<file path="config.mk">
export PLATFORM = sky130hd
export DESIGN_NAME = vlc_div
export DESIGN_NICKNAME = d
export VERILOG_FILES = /design/src/hw/rtl/vlc_div.sv
export SDC_FILE = /design/constraint.sdc
export NUM_CORES = 2
export LEC_CHECK = 0
export BUFFER_PORTS_ARGS = -buffer_cell sky130_fd_sc_hd__buf_2
export CORE_MARGIN = 2
export CORE_UTILIZATION = 35
export CTS_CLUSTER_SIZE = 14
export DETAILED_ROUTE_END_ITERATION = 10
export GPL_TIMING_DRIVEN = 0
export HOLD_SLACK_MARGIN = 0.03
export PLACE_DENSITY = 0.45
export SLEW_MARGIN = 25
export SYNTH_ARGS = -nofsm -noshare
export SYNTH_HDL_FRONTEND = slang
export SYNTH_SLANG_ARGS = --single-unit
</file>
<file path="constraint.sdc">
create_clock -name clk_i -period 5.4 [get_ports clk_i]
set_clock_uncertainty 0.2 [all_clocks]
set_input_delay 1.08 -clock clk_i [delete_from_list [all_inputs] [get_ports clk_i]]
set_output_delay 1.08 -clock clk_i [all_outputs]
set_load 0.01 [all_outputs]
</file>
<file path="src/hw/rtl/vlc_div.sv">
// Pipelined restoring divider: DS quotient bits of num * 2^DS / den, one per stage.
// Self-contained; num must be below den for the quotient to be meaningful.
module vlc_div #(
  parameter int W  = 32,
  parameter int DS = 16,
  parameter int SW = 8
) (
  input  logic          clk_i,
  input  logic          rst_ni,
  input  logic          en_i,
  input  logic          valid_i,
  input  logic [W-1:0]  num_i,
  input  logic [W-1:0]  den_i,
  input  logic [SW-1:0] side_i,
  output logic          valid_o,
  output logic [DS-1:0] quot_o,
  output logic [SW-1:0] side_o
);

  logic          v_q    [DS];
  logic [W-1:0]  rem_q  [DS];
  logic [W-1:0]  den_q  [DS];
  logic [DS-1:0] quot_q [DS];
  logic [SW-1:0] side_q [DS];

  for (genvar k = 0; k < DS; k++) begin : g_stage
    logic          v_p;
    logic [W-1:0]  rem_p;
    logic [W-1:0]  den_p;
    logic [DS-1:0] quot_p;
    logic [SW-1:0] side_p;
    logic [W:0]    r2;

    if (k == 0) begin : g_first
      assign v_p    = valid_i;
      assign rem_p  = num_i;
      assign den_p  = den_i;
      assign quot_p = '0;
      assign side_p = side_i;
    end else begin : g_next
      assign v_p    = v_q[k-1];
      assign rem_p  = rem_q[k-1];
      assign den_p  = den_q[k-1];
      assign quot_p = quot_q[k-1];
      assign side_p = side_q[k-1];
    end

    assign r2 = {rem_p, 1'b0};

    always_ff @(posedge clk_i or negedge rst_ni) begin
      if (!rst_ni) begin
        v_q[k] <= 1'b0;
      end else if (en_i) begin
        v_q[k] <= v_p;
      end
    end

    always_ff @(posedge clk_i) begin
      if (en_i) begin
        den_q[k]  <= den_p;
        side_q[k] <= side_p;
        if (r2 >= {1'b0, den_p}) begin
          rem_q[k]  <= W'(r2 - {1'b0, den_p});
          quot_q[k] <= {quot_p[DS-1:0] << 1} | DS'(1);
        end else begin
          rem_q[k]  <= W'(r2);
          quot_q[k] <= quot_p << 1;
        end
      end
    end
  end

  assign valid_o = v_q[DS-1];
  assign quot_o  = quot_q[DS-1];
  assign side_o  = side_q[DS-1];

endmodule

</file>
==> impl_metrics.toml <==
[die]
pin_count = 101
die-area_um2 = 201000
start_util_pct = 35.1
core_area_um2 = 197000
num_rows = 163
die_h_um = 448
die_w_um = 448

[sta]
slew_headroom_pct = 26.4
hold_viol_final = 0
final.setup.worst_slack_ns = 0.285
finalMaxSlewViolations = 0
fmax_ghz = 0.196
tns_ns = 0
rsz0062_at_grt = "false"
tightest_slew_ns = 1.10
post-route-period-util_pct = 94.7
min_period_ns = 5.11
setup_viol = 0

[critical_path]
startpoint_type = "flop"
r2r_slack_ns = 0.29
crit_chain = "ha_1, nor2b_1, o31ai_1, a31oi_1, a221o_1, a211oi_1, o21ai_1, a211oi_2, clkbuf_1, nand3_1, o21ai_0"
cp_max_fo = 10
reg2reg_depth = 11
cp_top_family = "compound AO/OA/AOI/OAI gates"
endpoint_kind = "flop"
cp_num_buf_inv = 1
crit_cells = 11
slowest_stage = "clkbuf_1"
rr_startpoint = "rem_q[0][224]"
critPathArrivalTime_ns = 5.46
r2r-end = "rem_q[1][11]"
cp.required_ns = 5.75
path_class = "reg2reg"
cpPeakStageDelay_ns = 0.72

[route]
avgViaCountPerCell = 5.07
drc = 0
drtAntennaViolNets = 0
drtPass1Iterations = 6
vias = 46300
routedWlPerCell_um = 20.4
wirelength_um = 186000
drt_iter0_drc = 2944

[grt]
grt_pass1_vias = 46400
grt_pass1_wl_um = 282000
grt_max_degree = 86
antenna_found_initial = 2
grtUsageTotal_pct = 18.5
overflow = 0

[cells_and_area]
stdcell_count = 9130
finalNetCount = 6976
drive_above_1_share_pct = 9.28
fin_util_pct = 39.9
fillCellCount = 19100
area_growth_pct = 13.7

[placement]
io_buffer_count = 100
place_congestion = 0.866
dp_hpwl_um = 147000
dp_cells = 8863
post-place-ws_ns = -0.594

[yosys]
synthesis.area_um2 = 69000
ys_seq_elements = 1240
synth_edf_count = 1222
syn_avg_cell_area_um2 = 11.3
synth_warnings = 0
async_flop_share_pct = 1.29
synthCells = 6100
yosysUniqueCellTypes = 91
ys_seq_area_share_pct = 53.8
synth_ff_type = "edfxtp_1"
syn_nets = 6702

[status]
status = "complete, no violations"

[clock_network]
clk_path_buf_depth = 3
clock-root-buffer = "clkbuf_16"
clk_pin_slew_ns = 0.06
cts_tree = "yes"
numCtsBuffers = 148
htreeDepth = 4
cts_sinks = 1240
insertion_delay_ns = 0.81

[power_and_ir_drop]
power_mw = 44.1
p_leak_nw = 31.8
p_per_area_nw_per_um2 = 561
irDropWorstVdd_v = 0.000395

[worst_hold_path]
hold-path-cell-count = 0
hold_path_end = "quot_q[12][10]"
min_from = "quot_q[11][9]"
hold_class = "reg2reg"

[job]
maxCapViolCount = 0
[final cells by class]
| type | instances | area [µm²] | area share, % |
|---|---|---|---|
| clock inverters | 83 | 1150 | 1.46 |
| well taps | 2640 | 3300 | 4.21 |
| multi-input cells | 4060 | 28800 | 36.7 |
| clock buffers | 182 | 3860 | 4.92 |
| flip-flops and latches | 1240 | 37100 | 47.3 |
| inverters | 634 | 2380 | 3.03 |
| repair buffers | 124 | 1080 | 1.37 |
| plain buffers | 166 | 757 | 0.964 |
| diodes | 1 | 2.50 | 0.00319 |
[timing repair]
item | CTS | global route
endpoints found under the setup margin | 0 | 2
buffers inserted | 0 | 0
hold buffers | 1 | 0
hold endpoints to repair | 16 | 0
gates resized for setup | 0 | 1
[synthesized netlist by cell type (19+ instances only)]
library cell | instances | area share (%)
nand4_1 | 89 | 0.81
or3_1 | 19 | 0.17
o21bai_1 | 47 | 0.51
ha_1 | 511 | 9.3
nand3_1 | 84 | 0.61
clkbuf_1 | 118 | 0.64
and2_1 | 32 | 0.29
a31oi_1 | 55 | 0.50
o21ai_0 | 411 | 3.0
inv_1 | 633 | 3.4
nor3_1 | 57 | 0.41
and4_1 | 20 | 0.25
nor2_1 | 316 | 1.7
o31ai_1 | 48 | 0.52
o21a_1 | 72 | 0.78
edfxtp_1 | 1222 | 53
a21o_1 | 275 | 3.0
xor2_1 | 173 | 2.2
a21boi_0 | 26 | 0.28
o21ai_1 | 33 | 0.24
nand2_1 | 451 | 2.5
a21oi_1 | 439 | 3.2
and3_1 | 46 | 0.42
nand2b_1 | 67 | 0.61
xnor2_1 | 226 | 2.9
buf_2 | 26 | 0.19
mux2_2 | 157 | 2.6
nor2b_1 | 62 | 0.56
a211oi_1 | 34 | 0.37
[routing by layer]
layer / routed length [µm] / up-vias / track usage, %
met3: 5660 / 261 / 2.40
met4: 5110 / 0 / 5.91
li1: - / 22900 / -
met5: 0 / - / 0
met2: 94800 / 742 / 33.1
met1: 80900 / 22400 / 22.9
[metrics by stage]
| stage | cell area, µm² | hold slack (ns) |
|---|---|---|
| after global placement | 72800 | 0.201 |
| after floorplan | 69000 | 0.200 |
| after CTS | 78500 | 0.154 |
| final | 78500 | 0.208 |
| after global routing | 78500 | 0.186 |
| after detailed placement | 73500 | 0.205 |
[worst max-delay path by stage]
stage	startpoint	end	slack (ns)
after floorplan	den_i[4]	rem_q[0][1]	1.56
after global placement	en_i	rem_q[0][33]	-13.00
after detailed placement	en_i	rem_q[0][33]	-0.59
after CTS	den_q[0][1]	rem_q[0][33]	0.23
after global routing	rem_q[1][64]	rem_q[1][126]	0.11
final	rem_q[0][224]	rem_q[1][11]	0.29
[worst register-to-register path, stage by stage, from the launching register on]
cell	delay [ns]
edfxtp_1	0.47
ha_1	0.35
nor2b_1	0.14
o31ai_1	0.40
a31oi_1	0.36
a221o_1	0.44
a211oi_1	0.57
o21ai_1	0.19
a211oi_2	0.64
clkbuf_1	0.73
nand3_1	0.14
o21ai_0	0.23
[logic make-up after synthesis]
family / count (synthesis) / share of synthesized area (%)
DFF: 1240 / 53.8
xor gates and xnor gates: 399 / 5.06
buffers and inverters: 800 / 4.48
and+or+nand+nor: 1318 / 9.09
adders and majority gates: 526 / 9.70
AOI/OAI and AO/OA: 1634 / 14.9
muxes: 183 / 2.95
[placed cells by master, fill, tap and decap left out, types with 55 or more instances in the layout]
cell / instances
buf_2: 125
nand2b_1: 67
xnor2_1: 226
a31oi_1: 55
o21ai_0: 411
o21a_1: 72
nor3_1: 57
a21o_1: 275
a21oi_1: 438
clkbuf_1: 130
inv_1: 633
nand3_1: 84
nand2_1: 451
clkbuf_16: 148
nor2_1: 316
nor2b_1: 62
nand4_1: 89
xor2_1: 173
edfxtp_1: 1222
mux2_2: 157
ha_1: 511
[flip-flops by register name, indices dropped and copies added (netlist names)]
| signal | count |
|---|---|
| den_q | 480 |
| valid_o | 1 |
| rem_q | 480 |
| g_stage.v_p | 15 |
| quot_q | 136 |
| side_q | 128 |
[power by group]
group / total (mW) / internal, mW / switching, mW / leakage, nW
clock network: 10.2 / 6.02 / 4.18 / 2.40
logic: 18.5 / 7.83 / 10.7 / 17.3
registers: 15.4 / 13.9 / 1.50 / 12.2
(Power assumes the default switching activity.)
